## src/design/sfrs_pkg.sv

```systemverilog
// ----------------------------------------------------------------------------
// sfrs_pkg
// Shared types, register indexes, result kinds, phase codes and the
// constant-divisor helpers of the stick frame radio sequencer.
// ----------------------------------------------------------------------------
package sfrs_pkg;

   localparam int DIFF_BITS = 17;
   localparam int MAG_BITS  = 16;

   // configuration register indexes
   localparam logic [2:0] REG_STICK_UPPER = 3'd0;
   localparam logic [2:0] REG_STICK_LOWER = 3'd1;
   localparam logic [2:0] REG_YAW_UPPER   = 3'd2;
   localparam logic [2:0] REG_YAW_LOWER   = 3'd3;
   localparam logic [2:0] REG_TRIM_CENTER = 3'd4;

   localparam logic [11:0] RST_STICK_UPPER = 12'd2348;
   localparam logic [11:0] RST_STICK_LOWER = 12'd1748;
   localparam logic [11:0] RST_YAW_UPPER   = 12'd2148;
   localparam logic [11:0] RST_YAW_LOWER   = 12'd1948;
   localparam logic [11:0] RST_TRIM_CENTER = 12'd2048;

   // result kinds
   localparam logic [1:0] KIND_FRAME = 2'd0;
   localparam logic [1:0] KIND_RX    = 2'd1;
   localparam logic [1:0] KIND_TX    = 2'd2;
   localparam logic [1:0] KIND_TELEM = 2'd3;

   // phase codes
   localparam logic [2:0] PHASE_IDLE   = 3'd0;
   localparam logic [2:0] PHASE_CMD_A  = 3'd1;
   localparam logic [2:0] PHASE_CMD_B  = 3'd2;
   localparam logic [2:0] PHASE_CMD_L  = 3'd3;
   localparam logic [2:0] PHASE_TO_RX  = 3'd4;
   localparam logic [2:0] PHASE_TLM_A  = 3'd5;
   localparam logic [2:0] PHASE_TLM_B  = 3'd6;
   localparam logic [2:0] PHASE_TO_TX  = 3'd7;

   // telemetry header bytes
   localparam logic [7:0] HEAD_BYTE0 = 8'h1A;
   localparam logic [7:0] HEAD_BYTE1 = 8'h0C;

   // reciprocal multipliers, exact for magnitudes below 2**16
   localparam logic [16:0] STICK_DIV_MUL   = 17'd119838;   // divide by 70
   localparam logic [4:0]  STICK_DIV_SHIFT = 5'd23;
   localparam logic [16:0] TRIM_DIV_MUL    = 17'd83887;    // divide by 400
   localparam logic [4:0]  TRIM_DIV_SHIFT  = 5'd25;
   localparam logic [16:0] YAW_DIV_MUL     = 17'd69906;    // divide by 15
   localparam logic [4:0]  YAW_DIV_SHIFT   = 5'd20;

   typedef struct packed {
      logic [1:0]         kind;
      logic [11:0]        frame_throttle;
      logic signed [15:0] frame_yaw;
      logic signed [7:0]  frame_roll;
      logic signed [7:0]  frame_pitch;
      logic [7:0]         frame_tumble;
      logic               listen_notice;
      logic [15:0]        battery_word;
      logic [6:0]         battery_slot;
      logic               battery_stored;
      logic               last;
   } result_type;

   typedef struct packed {
      logic valid;
      logic two;
   } load_type;

   // signed quotient truncated toward zero, divisor given by its reciprocal
   function automatic logic signed [DIFF_BITS-1:0] sdiv_const(
      input logic signed [DIFF_BITS-1:0] d,
      input logic [16:0]                 mul,
      input logic [4:0]                  shift);
      logic [MAG_BITS-1:0] mag;
      logic [32:0]         prod;
      logic [MAG_BITS-1:0] quo;
      mag  = d[DIFF_BITS-1] ? MAG_BITS'(-d) : d[MAG_BITS-1:0];
      prod = 33'(mag) * 33'(mul);
      quo  = MAG_BITS'(prod >> shift);
      return d[DIFF_BITS-1] ? -DIFF_BITS'(quo) : DIFF_BITS'(quo);
   endfunction

endpackage

```

## src/design/stick_frame_radio_sequencer_unit.sv

```systemverilog
// ----------------------------------------------------------------------------
// stick_frame_radio_sequencer_unit
// Turns stick samples into command frames and steps a seven-phase radio
// cycle of frames, radio mode switches and telemetry results.
//
//  channel  | dir | handshake             | payload
//  ---------+-----+-----------------------+-------------------------------
//  req_     | in  | req_valid / req_stall | stick samples, trims, header
//  rsp_     | out | rsp_valid / rsp_stall | kind, frame, battery, last
//  csr_     | in  | csr_write_enable      | csr_index, csr_data
//
// A request is held in the input register until the result register can take
// it; its one or two results are then loaded into the result register.
// Requests that cause two results (phases four and seven) hold the result
// register until both results are taken.
// A new request is taken each cycle while the result side keeps up and no pair is held.
// Synchronous reset clears phase, slot, valid flags and config registers to
// their defaults; rsp_stall backs up through req_stall the same cycle.
// ----------------------------------------------------------------------------
module stick_frame_radio_sequencer_unit #(
   parameter int TELEMETRY_SLOTS = 100,
   parameter int SAMPLE_BITS     = 12
) (
   input  logic                   clock,
   input  logic                   reset,
   input  logic                   req_valid,
   output logic                   req_stall,
   input  logic [SAMPLE_BITS-1:0] req_throttle_level,
   input  logic [SAMPLE_BITS-1:0] req_yaw_stick,
   input  logic [SAMPLE_BITS-1:0] req_roll_trim,
   input  logic [SAMPLE_BITS-1:0] req_pitch_trim,
   input  logic [SAMPLE_BITS-1:0] req_roll_stick,
   input  logic [SAMPLE_BITS-1:0] req_pitch_stick,
   input  logic signed [15:0]     req_yaw_offset,
   input  logic [7:0]             req_tumble_mode,
   input  logic [31:0]            req_reply_head,
   output logic                   rsp_valid,
   input  logic                   rsp_stall,
   output logic [1:0]             rsp_kind,
   output logic [11:0]            rsp_frame_throttle,
   output logic signed [15:0]     rsp_frame_yaw,
   output logic signed [7:0]      rsp_frame_roll,
   output logic signed [7:0]      rsp_frame_pitch,
   output logic [7:0]             rsp_frame_tumble,
   output logic                   rsp_listen_notice,
   output logic [15:0]            rsp_battery_word,
   output logic [6:0]             rsp_battery_slot,
   output logic                   rsp_battery_stored,
   output logic                   rsp_last,
   input  logic                   csr_write_enable,
   input  logic [2:0]             csr_index,
   input  logic [11:0]            csr_data
);

   logic [11:0] stick_upper_ff, stick_lower_ff, yaw_upper_ff, yaw_lower_ff;
   logic [11:0] trim_center_ff;

   logic                   in_valid_ff, in_valid_in;
   logic [SAMPLE_BITS-1:0] throttle_ff, yaw_stick_ff, roll_trim_ff, pitch_trim_ff;
   logic [SAMPLE_BITS-1:0] roll_stick_ff, pitch_stick_ff;
   logic signed [15:0]     yaw_offset_ff;
   logic [7:0]             tumble_ff;
   logic [31:0]            head_ff;

   logic [2:0] phase_ff, phase_in;
   logic [6:0] slot_ff, slot_in;

   logic                 accept;
   logic                 advance;
   logic                 can_load;
   logic [2:0]           phase_step;
   logic [7:0]           slot_sum;
   logic [15:0]          throttle_ext;
   logic signed [15:0]   yaw_cmd;
   logic signed [7:0]    roll_cmd;
   logic signed [7:0]    pitch_cmd;
   sfrs_pkg::result_type frame_res, telem_res, mode_res;
   sfrs_pkg::result_type first_res, second_res, rsp_result;
   sfrs_pkg::load_type   load;

   // configuration
   always_ff @(posedge clock) begin
      if (reset) begin
         stick_upper_ff <= sfrs_pkg::RST_STICK_UPPER;
         stick_lower_ff <= sfrs_pkg::RST_STICK_LOWER;
         yaw_upper_ff   <= sfrs_pkg::RST_YAW_UPPER;
         yaw_lower_ff   <= sfrs_pkg::RST_YAW_LOWER;
         trim_center_ff <= sfrs_pkg::RST_TRIM_CENTER;
      end else if (csr_write_enable) begin
         unique case (csr_index)
            sfrs_pkg::REG_STICK_UPPER: stick_upper_ff <= csr_data;
            sfrs_pkg::REG_STICK_LOWER: stick_lower_ff <= csr_data;
            sfrs_pkg::REG_YAW_UPPER:   yaw_upper_ff   <= csr_data;
            sfrs_pkg::REG_YAW_LOWER:   yaw_lower_ff   <= csr_data;
            sfrs_pkg::REG_TRIM_CENTER: trim_center_ff <= csr_data;
            default: ;
         endcase
      end
   end

   // input register
   assign advance     = in_valid_ff && can_load;
   assign req_stall   = in_valid_ff && !can_load;
   assign accept      = req_valid && !req_stall;
   assign in_valid_in = accept ? 1'b1 : (advance ? 1'b0 : in_valid_ff);

   always_ff @(posedge clock) begin
      if (reset) begin
         in_valid_ff <= 1'b0;
      end else begin
         in_valid_ff <= in_valid_in;
      end
      if (accept) begin
         throttle_ff    <= req_throttle_level;
         yaw_stick_ff   <= req_yaw_stick;
         roll_trim_ff   <= req_roll_trim;
         pitch_trim_ff  <= req_pitch_trim;
         roll_stick_ff  <= req_roll_stick;
         pitch_stick_ff <= req_pitch_stick;
         yaw_offset_ff  <= req_yaw_offset;
         tumble_ff      <= req_tumble_mode;
         head_ff        <= req_reply_head;
      end
   end

   // command math
   sfrs_axis u_roll (
      .stick       (16'(roll_stick_ff)),
      .trim        (16'(roll_trim_ff)),
      .upper_edge  (stick_upper_ff),
      .lower_edge  (stick_lower_ff),
      .trim_center (trim_center_ff),
      .command     (roll_cmd)
   );

   sfrs_axis u_pitch (
      .stick       (16'(pitch_stick_ff)),
      .trim        (16'(pitch_trim_ff)),
      .upper_edge  (stick_upper_ff),
      .lower_edge  (stick_lower_ff),
      .trim_center (trim_center_ff),
      .command     (pitch_cmd)
   );

   sfrs_yaw u_yaw (
      .stick      (16'(yaw_stick_ff)),
      .offset     (yaw_offset_ff),
      .upper_edge (yaw_upper_ff),
      .lower_edge (yaw_lower_ff),
      .command    (yaw_cmd)
   );

   // phase sequencing and result build
   always_comb begin
      throttle_ext = 16'(throttle_ff);
      phase_step   = phase_ff + 3'd1;
      slot_sum     = 8'(slot_ff) + 8'd1;

      frame_res                = '0;
      frame_res.kind           = sfrs_pkg::KIND_FRAME;
      frame_res.frame_throttle = throttle_ext[11:0];
      frame_res.frame_yaw      = yaw_cmd;
      frame_res.frame_roll     = roll_cmd;
      frame_res.frame_pitch    = pitch_cmd;
      frame_res.frame_tumble   = tumble_ff;

      telem_res                = '0;
      telem_res.kind           = sfrs_pkg::KIND_TELEM;
      telem_res.battery_word   = head_ff[15:0];
      telem_res.battery_slot   = slot_ff;
      telem_res.battery_stored = (head_ff[31:24] == sfrs_pkg::HEAD_BYTE0) &&
                                 (head_ff[23:16] == sfrs_pkg::HEAD_BYTE1);
      telem_res.last           = 1'b1;

      mode_res   = '0;
      first_res  = frame_res;
      second_res = '0;
      load.valid = advance;
      load.two   = 1'b0;
      phase_in   = phase_step;
      slot_in    = slot_ff;

      unique case (phase_step)
         sfrs_pkg::PHASE_CMD_A, sfrs_pkg::PHASE_CMD_B: begin
            first_res.last = 1'b1;
         end
         sfrs_pkg::PHASE_CMD_L: begin
            first_res.listen_notice = 1'b1;
            first_res.last          = 1'b1;
         end
         sfrs_pkg::PHASE_TO_RX: begin
            first_res.listen_notice = 1'b1;
            mode_res.kind           = sfrs_pkg::KIND_RX;
            mode_res.last           = 1'b1;
            second_res              = mode_res;
            load.two                = 1'b1;
         end
         sfrs_pkg::PHASE_TLM_A, sfrs_pkg::PHASE_TLM_B: begin
            first_res = telem_res;
            slot_in   = slot_sum[6:0];
            if (8'(slot_sum[6:0]) >= 8'(TELEMETRY_SLOTS)) begin
               slot_in = 7'd0;
            end
         end
         default: begin
            mode_res.kind   = sfrs_pkg::KIND_TX;
            first_res       = mode_res;
            second_res      = frame_res;
            second_res.last = 1'b1;
            load.two        = 1'b1;
            phase_in        = sfrs_pkg::PHASE_IDLE;
         end
      endcase
   end

   always_ff @(posedge clock) begin
      if (reset) begin
         phase_ff <= sfrs_pkg::PHASE_IDLE;
         slot_ff  <= 7'd0;
      end else if (advance) begin
         phase_ff <= phase_in;
         slot_ff  <= slot_in;
      end
   end

   sfrs_out_buf u_out_buf (
      .clock         (clock),
      .reset         (reset),
      .load          (load),
      .first_result  (first_res),
      .second_result (second_res),
      .can_load      (can_load),
      .rsp_valid     (rsp_valid),
      .rsp_stall     (rsp_stall),
      .rsp_result    (rsp_result)
   );

   assign rsp_kind           = rsp_result.kind;
   assign rsp_frame_throttle = rsp_result.frame_throttle;
   assign rsp_frame_yaw      = rsp_result.frame_yaw;
   assign rsp_frame_roll     = rsp_result.frame_roll;
   assign rsp_frame_pitch    = rsp_result.frame_pitch;
   assign rsp_frame_tumble   = rsp_result.frame_tumble;
   assign rsp_listen_notice  = rsp_result.listen_notice;
   assign rsp_battery_word   = rsp_result.battery_word;
   assign rsp_battery_slot   = rsp_result.battery_slot;
   assign rsp_battery_stored = rsp_result.battery_stored;
   assign rsp_last           = rsp_result.last;

   a_phase_never_seven: assert property (@(posedge clock) disable iff (reset)
      phase_ff != sfrs_pkg::PHASE_TO_TX)
      else $error("phase register holds the transmit phase");

   a_slot_in_ring: assert property (@(posedge clock) disable iff (reset)
      8'(slot_ff) < 8'(TELEMETRY_SLOTS))
      else $error("telemetry slot outside ring");

   a_advance_shows_result: assert property (@(posedge clock) disable iff (reset)
      advance |=> rsp_valid)
      else $error("request moved on without a result");

endmodule

```

## src/design/sfrs_axis.sv

```systemverilog
// ----------------------------------------------------------------------------
// sfrs_axis
// Roll or pitch command: stick deadband over 70 plus trim offset over 400.
// ----------------------------------------------------------------------------
module sfrs_axis (
   input  logic [15:0]       stick,
   input  logic [15:0]       trim,
   input  logic [11:0]       upper_edge,
   input  logic [11:0]       lower_edge,
   input  logic [11:0]       trim_center,
   output logic signed [7:0] command
);

   logic signed [16:0] diff_upper;
   logic signed [16:0] diff_lower;
   logic signed [16:0] diff_trim;
   logic signed [16:0] stick_term;
   logic signed [16:0] trim_term;
   logic signed [16:0] sum;

   always_comb begin
      diff_upper = 17'(stick) - 17'(upper_edge);
      diff_lower = 17'(stick) - 17'(lower_edge);
      diff_trim  = 17'(trim_center) - 17'(trim);
      trim_term  = sfrs_pkg::sdiv_const(diff_trim, sfrs_pkg::TRIM_DIV_MUL,
                                        sfrs_pkg::TRIM_DIV_SHIFT);
      priority if (!diff_upper[16]) begin
         stick_term = sfrs_pkg::sdiv_const(diff_upper, sfrs_pkg::STICK_DIV_MUL,
                                           sfrs_pkg::STICK_DIV_SHIFT);
      end else if (diff_lower[16] || (diff_lower == 17'sd0)) begin
         stick_term = sfrs_pkg::sdiv_const(diff_lower, sfrs_pkg::STICK_DIV_MUL,
                                           sfrs_pkg::STICK_DIV_SHIFT);
      end else begin
         stick_term = 17'sd0;
      end
      sum     = stick_term + trim_term;
      command = sum[7:0];
   end

endmodule

```

## src/design/sfrs_yaw.sv

```systemverilog
// ----------------------------------------------------------------------------
// sfrs_yaw
// Yaw command: deadband over 15 plus signed trim, saturated to 16 bits.
// ----------------------------------------------------------------------------
module sfrs_yaw (
   input  logic [15:0]        stick,
   input  logic signed [15:0] offset,
   input  logic [11:0]        upper_edge,
   input  logic [11:0]        lower_edge,
   output logic signed [15:0] command
);

   logic signed [16:0] diff_upper;
   logic signed [16:0] diff_lower;
   logic signed [16:0] stick_term;
   logic signed [17:0] sum;

   always_comb begin
      diff_upper = 17'(stick) - 17'(upper_edge);
      diff_lower = 17'(stick) - 17'(lower_edge);
      priority if (!diff_upper[16]) begin
         stick_term = sfrs_pkg::sdiv_const(diff_upper, sfrs_pkg::YAW_DIV_MUL,
                                           sfrs_pkg::YAW_DIV_SHIFT);
      end else if (diff_lower[16] || (diff_lower == 17'sd0)) begin
         stick_term = sfrs_pkg::sdiv_const(diff_lower, sfrs_pkg::YAW_DIV_MUL,
                                           sfrs_pkg::YAW_DIV_SHIFT);
      end else begin
         stick_term = 17'sd0;
      end
      sum = {stick_term[16], stick_term} + {{2{offset[15]}}, offset};
      priority if (sum > 18'sd32767) begin
         command = 16'sh7FFF;
      end else if (sum < -18'sd32768) begin
         command = 16'sh8000;
      end else begin
         command = sum[15:0];
      end
   end

endmodule

```

## src/design/sfrs_out_buf.sv

```systemverilog
// ----------------------------------------------------------------------------
// sfrs_out_buf
// Result register holding up to two results of one request; shows them in
// order and frees itself after the last one is taken.
// ----------------------------------------------------------------------------
module sfrs_out_buf (
   input  logic                   clock,
   input  logic                   reset,
   input  sfrs_pkg::load_type     load,
   input  sfrs_pkg::result_type   first_result,
   input  sfrs_pkg::result_type   second_result,
   output logic                   can_load,
   output logic                   rsp_valid,
   input  logic                   rsp_stall,
   output sfrs_pkg::result_type   rsp_result
);

   logic                 valid_ff, valid_in;
   logic                 two_ff, two_in;
   logic                 second_ff, second_in;
   sfrs_pkg::result_type res0_ff, res0_in;
   sfrs_pkg::result_type res1_ff, res1_in;
   logic                 take;
   logic                 on_last;

   always_comb begin
      take     = valid_ff && !rsp_stall;
      on_last  = !two_ff || second_ff;
      can_load = !valid_ff || (take && on_last);
      valid_in  = valid_ff;
      two_in    = two_ff;
      second_in = second_ff;
      res0_in   = res0_ff;
      res1_in   = res1_ff;
      priority if (load.valid && can_load) begin
         valid_in  = 1'b1;
         two_in    = load.two;
         second_in = 1'b0;
         res0_in   = first_result;
         res1_in   = second_result;
      end else if (take && !on_last) begin
         second_in = 1'b1;
      end else if (take) begin
         valid_in  = 1'b0;
         second_in = 1'b0;
      end
   end

   always_ff @(posedge clock) begin
      if (reset) begin
         valid_ff  <= 1'b0;
         two_ff    <= 1'b0;
         second_ff <= 1'b0;
      end else begin
         valid_ff  <= valid_in;
         two_ff    <= two_in;
         second_ff <= second_in;
      end
      res0_ff <= res0_in;
      res1_ff <= res1_in;
   end

   assign rsp_valid  = valid_ff;
   assign rsp_result = second_ff ? res1_ff : res0_ff;

   a_second_needs_pair: assert property (@(posedge clock) disable iff (reset)
      second_ff |-> (valid_ff && two_ff))
      else $error("second result shown without a pair");

   a_first_not_last_of_pair: assert property (@(posedge clock) disable iff (reset)
      (valid_ff && two_ff && !second_ff) |-> !res0_ff.last)
      else $error("first of a pair marked last");

endmodule
```

## config.mk

```make
export PLATFORM = sky130hd
export DESIGN_NAME = stick_frame_radio_sequencer_unit
export DESIGN_NICKNAME = d
export VERILOG_FILES = /design/src/design/sfrs_pkg.sv /design/src/design/stick_frame_radio_sequencer_unit.sv /design/src/design/sfrs_axis.sv /design/src/design/sfrs_yaw.sv /design/src/design/sfrs_out_buf.sv
export SDC_FILE = /design/constraint.sdc
export NUM_CORES = 2
export LEC_CHECK = 0
export BUFFER_PORTS_ARGS = -buffer_cell sky130_fd_sc_hd__buf_2
export CORE_UTILIZATION = 42
export DETAILED_ROUTE_END_ITERATION = 10
export GPL_TIMING_DRIVEN = 0
export PLACE_DENSITY = 0.56
export SLEW_MARGIN = 15
export SYNTH_ARGS = -nofsm -noshare
export SYNTH_HDL_FRONTEND = slang
export SYNTH_SLANG_ARGS = --single-unit
```

## constraint.sdc

```tcl
create_clock -name clock -period 17.15 [get_ports clock]
set_clock_uncertainty 0.15 [all_clocks]
set_input_delay 0.8575 -clock clock [delete_from_list [all_inputs] [get_ports clock]]
set_output_delay 0.8575 -clock clock [all_outputs]
set_load 0.05 [all_outputs]
```

After elaboration in Yosys (flattened, before gate mapping)
Index checks and enable logic that the tools add are counted.

storage, ports and cells
  bits in registers = 362
  bits of input ports = 148
  word-level logic and storage cells = 166

operators by class
  $add $sub $neg = 26
  multipliers = 8
  $lt $le $gt $ge = 3
  equality and inequality tests = 13
  multiplexer cells = 35
  reduce and logical (&&, ||, !) cells = 39

operators with widths
  operator                                               count
  2-to-1 mux 16 bit                                      10
  case mux 79 bit (2 select lines)                       1
  negation 13 -> 16 bit                                  8
  multiplier 16 x 16 -> 30 bit (second input constant)   4
  case mux 54 bit (2 select lines)                       1
  subtractor 12 x 12 -> 13 bit                           8
  2-to-1 mux 80 bit                                      1
  multiplier 16 x 17 -> 33 bit (second input constant)   2
  multiplier 16 x 16 -> 32 bit (second input constant)   2
  2-to-1 mux 8 bit                                       8
  zero test 17 bit                                       3
  2-to-1 mux 17 bit                                      3
  negation 8 bit                                         4
  adder 17 x 16 -> 18 bit                                1
  > comparator 18 x 16 -> 1 bit (second input constant)  1
  < comparator 18 x 16 -> 1 bit (second input constant)  1
  negation 13 -> 17 bit                                  1
  adder 8 bit                                            2
  AND reduction 2 bit                                    7
  == test 3 x 2 -> 1 bit (second input constant)         4
  == test 3 bit (second input constant)                  4
  2-to-1 mux 1 bit                                       9
  == test 8 x 4 -> 1 bit (second input constant)         1
  == test 8 x 5 -> 1 bit (second input constant)         1
  other kinds (16)                                       37

Longest topological paths before layout
  word-level depth = 13
  gate-level depth with buffers = 50

Hierarchy
A second synthesis with hierarchy kept.

unflattened totals
  cell total of the unflattened synthesis = 5352
  area, all modules = 53113.4 um^2

modules (own cells, without submodules)
  module                            times used  cells each  area each (um^2)
  sfrs_axis (u_pitch)               1           1745        15539.9
  sfrs_axis (u_roll)                1           1664        15093.2
  sfrs_yaw                          1           1045        8406.8
  stick_frame_radio_sequencer_unit  1           631         7746.2
  sfrs_out_buf                      1           267         6327.3

Least setup slack after synthesis
OpenSTA, ideal clock, no wires.

  path type = flip-flop to flip-flop
  from = register trim_center_ff[0]
  to = register u_out_buf.res0_ff[41] in the netlist's numbering, data pin
  arrival time = 10.223 ns
  data required time = 16.734 ns
  path slack = 6.511 ns
  stages on the path, launching flop included = 46
  buffers on the path = 1
  clock period less this slack = 10.639 ns
  path through = dfxtp_1 inv_1 ha_1 inv_1 fa_1 a211oi_2 o21ai_1 a2111oi_4 nor3_1 nor3_1 clkbuf_1 o21ai_0 xnor2_1 fa_1 inv_1 fa_1 inv_1 fa_1 [10 not listed] a211oi_1 nand2_2 mux2i_1 or2_2 ha_1 nand2_1 o21ai_0 ha_1 a21o_1 a21oi_1 o21bai_1 a21oi_1 o21bai_1 a21oi_1 xnor2_1 xnor2_1 xnor2_1 nor2_1

RTL lines
  element                 RTL line                                source
  start, declared         stick_frame_radio_sequencer_unit.sv:56  logic [11:0] trim_center_ff;
  start signal, assigned  stick_frame_radio_sequencer_unit.sv:88  trim_center_ff <= sfrs_pkg::RST_TRIM_CENTER;
  start signal, assigned  stick_frame_radio_sequencer_unit.sv:95  sfrs_pkg::REG_TRIM_CENTER: trim_center_ff <= csr_data;
  end signal, assigned    sfrs_out_buf.sv:59                      res0_ff <= res0_in;
  end, declared           sfrs_out_buf.sv:21                      sfrs_pkg::result_type res0_ff, res0_in;

==> impl_metrics.py <==
metrics = {
    "yosys": {
        "yosysSeqAreaShare_pct": 18.8,
        "synth_cells": 4988,
        "synth_area_um2": 49700,
        "synth_ff_type": "edfxtp_1",
        "synth.avg_cell_area_um2": 9.96,
        "synth-seq-cells": 336,
        "yosys_warnings": 0,
        "async_flop_share_pct": 0,
        "synth-edff-count": 262,
        "synth_cell_type_count": 114,
    },
    "finish": {
        "stdcell_count": 6968,
        "n_fill_cell": 11200,
        "final_nets": 7051,
        "drive_above_1_share_pct": 8.18,
        "syn2layout_area_growth_pct": 10.3,
    },
    "setup_path": {
        "endpoint_kind": "flip-flop",
        "cpMostUsedCell": "fa_1",
        "crit_path_start_kind": "flip-flop",
        "slowest_delay_ns": 0.78,
        "crit_path_max_fanout": 10,
        "slowest_stage": "xnor2_1",
        "rr_startpoint": "trim_center_ff[0]",
        "crit_type": "reg2reg",
        "critPathRequiredTime_ns": 17.34,
        "timing.critical_path.from": "trim_center_ff[0]",
        "crit_family": "adder cells",
        "cp_data_arrival_time_ns": 13.19,
        "critical_path_buf_inv_count": 7,
    },
    "route": {
        "drt_iter0_drc": 1660,
        "viasPerCell": 5.14,
        "first_pass_iters": 5,
        "route.detailed.drc": 0,
        "ant_nets": 0,
        "wl_um": 124000,
        "post_drt_wl_per_cell_um": 17.8,
        "num_vias": 35800,
    },
    "timing": {
        "min_period_over_period_pct": 75.8,
        "slew_headroom_pct": 22.6,
        "fin_tns_setup_ns": 0,
        "fmax_mhz": 76.9,
        "worstMarginPinSlew_ns": 1.15,
        "rsz0062_at_grt": "no",
        "finalSetupViolCount": 0,
        "hold_viol_final": 0,
        "setup_ws_ns": 4.15,
        "slew_viol_final": 0,
        "fin_crit_ns": 13.00,
    },
    "die": {
        "die-area_um2": 120000,
        "fp.dieH_um": 346,
        "coreArea_um2": 117000,
        "start_util_pct": 42.6,
        "die_w_um": 346,
        "io_pins": 230,
        "row_count": 125,
    },
    "clock_tree": {
        "clockBufferDepth": 3,
        "clk_pin_slew_ns": 0.07,
        "clockRootBuffer": "clkbuf_16",
        "cts_hold_buffers": 0,
        "cts_resized": 0,
        "clkLatencyLatePin_ns": 0.63,
        "numCtsBuffers": 41,
        "post_cts_buffers": 0,
        "clock-sinks": 336,
        "cts_tree": "yes",
        "htreeDepth": 2,
    },
    "worst_hold_path": {
        "hp-start": "req_pitch_stick[8]",
        "min_path_type": "in2reg",
    },
    "global_routing": {
        "grt_max_degree": 88,
        "grt_overflow_total": 0,
        "grt_antenna_before_repair": 9,
        "grt.total_usage_pct": 21.0,
        "grt_pass1_vias": 36500,
        "grt_pass1_wl_um": 198000,
    },
    "place": {
        "portBuffers": 228,
        "placedCellCount": 6892,
        "place_congestion": 0.883,
        "place_hpwl_um": 107000,
        "place_ws_ns": 3.94,
    },
    "outcome": {
        "outcome": "completed",
    },
    "job": {
        "drv_cap": 0,
    },
}
-- synth_stat cells, types with 19 or more instances --
cell type	count	share of area, %
o21bai_1	29	0.44
nand2_1	250	1.9
inv_1	855	6.5
nand2b_1	35	0.44
nand3b_1	21	0.32
clkbuf_1	75	0.57
o31ai_1	45	0.68
ha_1	985	25
o211ai_1	19	0.29
nor2b_1	89	1.1
nand3_1	53	0.53
and3_1	73	0.92
edfxtp_1	262	16
xor2_1	116	2.0
a211o_1	21	0.37
fa_1	507	20
nor4_1	24	0.30
a21o_1	109	1.6
nor2_1	247	1.9
mux2_2	55	1.2
a211oi_1	29	0.44
nor3_1	57	0.57
o21a_1	43	0.65
dfxtp_1	74	3.0
a31oi_1	33	0.42
o21ai_0	127	1.3
xnor2_1	177	3.1
a21oi_1	240	2.4
or3_1	25	0.31
nand4_1	26	0.33
-- cell families (layout without fill, tap and decap cells) --
family,Yosys count,after routing,synth area share (%)
compound gates,837,837,11.3
xor+xnor,295,295,5.24
fa+ha+maj,1492,1492,45.2
buf+inv,938,1248,7.15
flops,336,336,18.8
mux,76,76,1.70
other cells,2,148,0.0151
simple gates,1012,1012,10.5
-- final timing paths --
kind	slack, ns	cells after the start	to
max	4.15	45	u_out_buf.res1_ff[41]
min	0.25	1	pitch_stick_ff[8]
max reg2reg	4.15	45	u_out_buf.res1_ff[41]
min reg2reg	0.31	2	yaw_lower_ff[6]
-- layer usage --
metal / GRT usage [%] / share of wire (%)
met1: 30.2 / 49
met2: 34.1 / 45
met3: 2.36 / 4.3
met4: 3.55 / 1.6
met5: 0 / 0.032
-- layout by cell type (no fill, tap or decap), types with 22 or more instances in the layout --
cell type and instances:
a211oi_1 28, fa_1 507, or3_1 25, a31oi_1 33
xnor2_1 177, o21ai_0 125, nand2b_1 35, inv_1 854
clkbuf_1 85, a21o_1 109, nor2_1 246, nand3_1 53
nor3_1 57, edfxtp_1 262, nor4_1 22, xor2_1 115
buf_2 229, nand2_1 250, a21oi_1 240, mux2_2 55
clkbuf_16 44, and3_1 73, dfxtp_1 74, o21bai_1 29
nor2b_1 89, conb_1 146, o21a_1 43, o31ai_1 45
ha_1 985, nand4_1 26
-- cell type report --
| type | instances | area, um2 | area share [%] |
|---|---|---|---|
| Buffer | 82 | 340 | 0.621 |
| Clock inverter | 20 | 221 | 0.404 |
| Inverter | 856 | 3220 | 5.87 |
| Sequential cell | 336 | 9350 | 17.1 |
| Clock buffer | 54 | 1140 | 2.08 |
| Timing Repair Buffer | 236 | 1290 | 2.35 |
| Tap cell | 1524 | 1910 | 3.48 |
| Antenna cell | 2 | 5.00 | 0.00913 |
| Multi-Input combinational cell | 3858 | 37300 | 68.1 |
-- flip-flops by register name, indices dropped and copies added, names as in the netlist, 16 cells and up --
signal / count
head_ff: 32
yaw_offset_ff: 16
u_out_buf.res1_ff: 54
u_out_buf.res0_ff: 80
-- metrics by stage --
stage / util, % / hold slack, ns / cell area, um2
floorplan: - / 0.286 / 50200
global placement: 45.6 / 0.294 / 53300
detailed placement: 45.8 / 0.298 / 53400
CTS: 47.0 / 0.215 / 54800
global route: 47.0 / 0.232 / 54800
finish: 47.0 / 0.254 / 54800
Power is not shown: default switching activity piles up to over one toggle a cycle in this logic, so the estimate is an artifact.
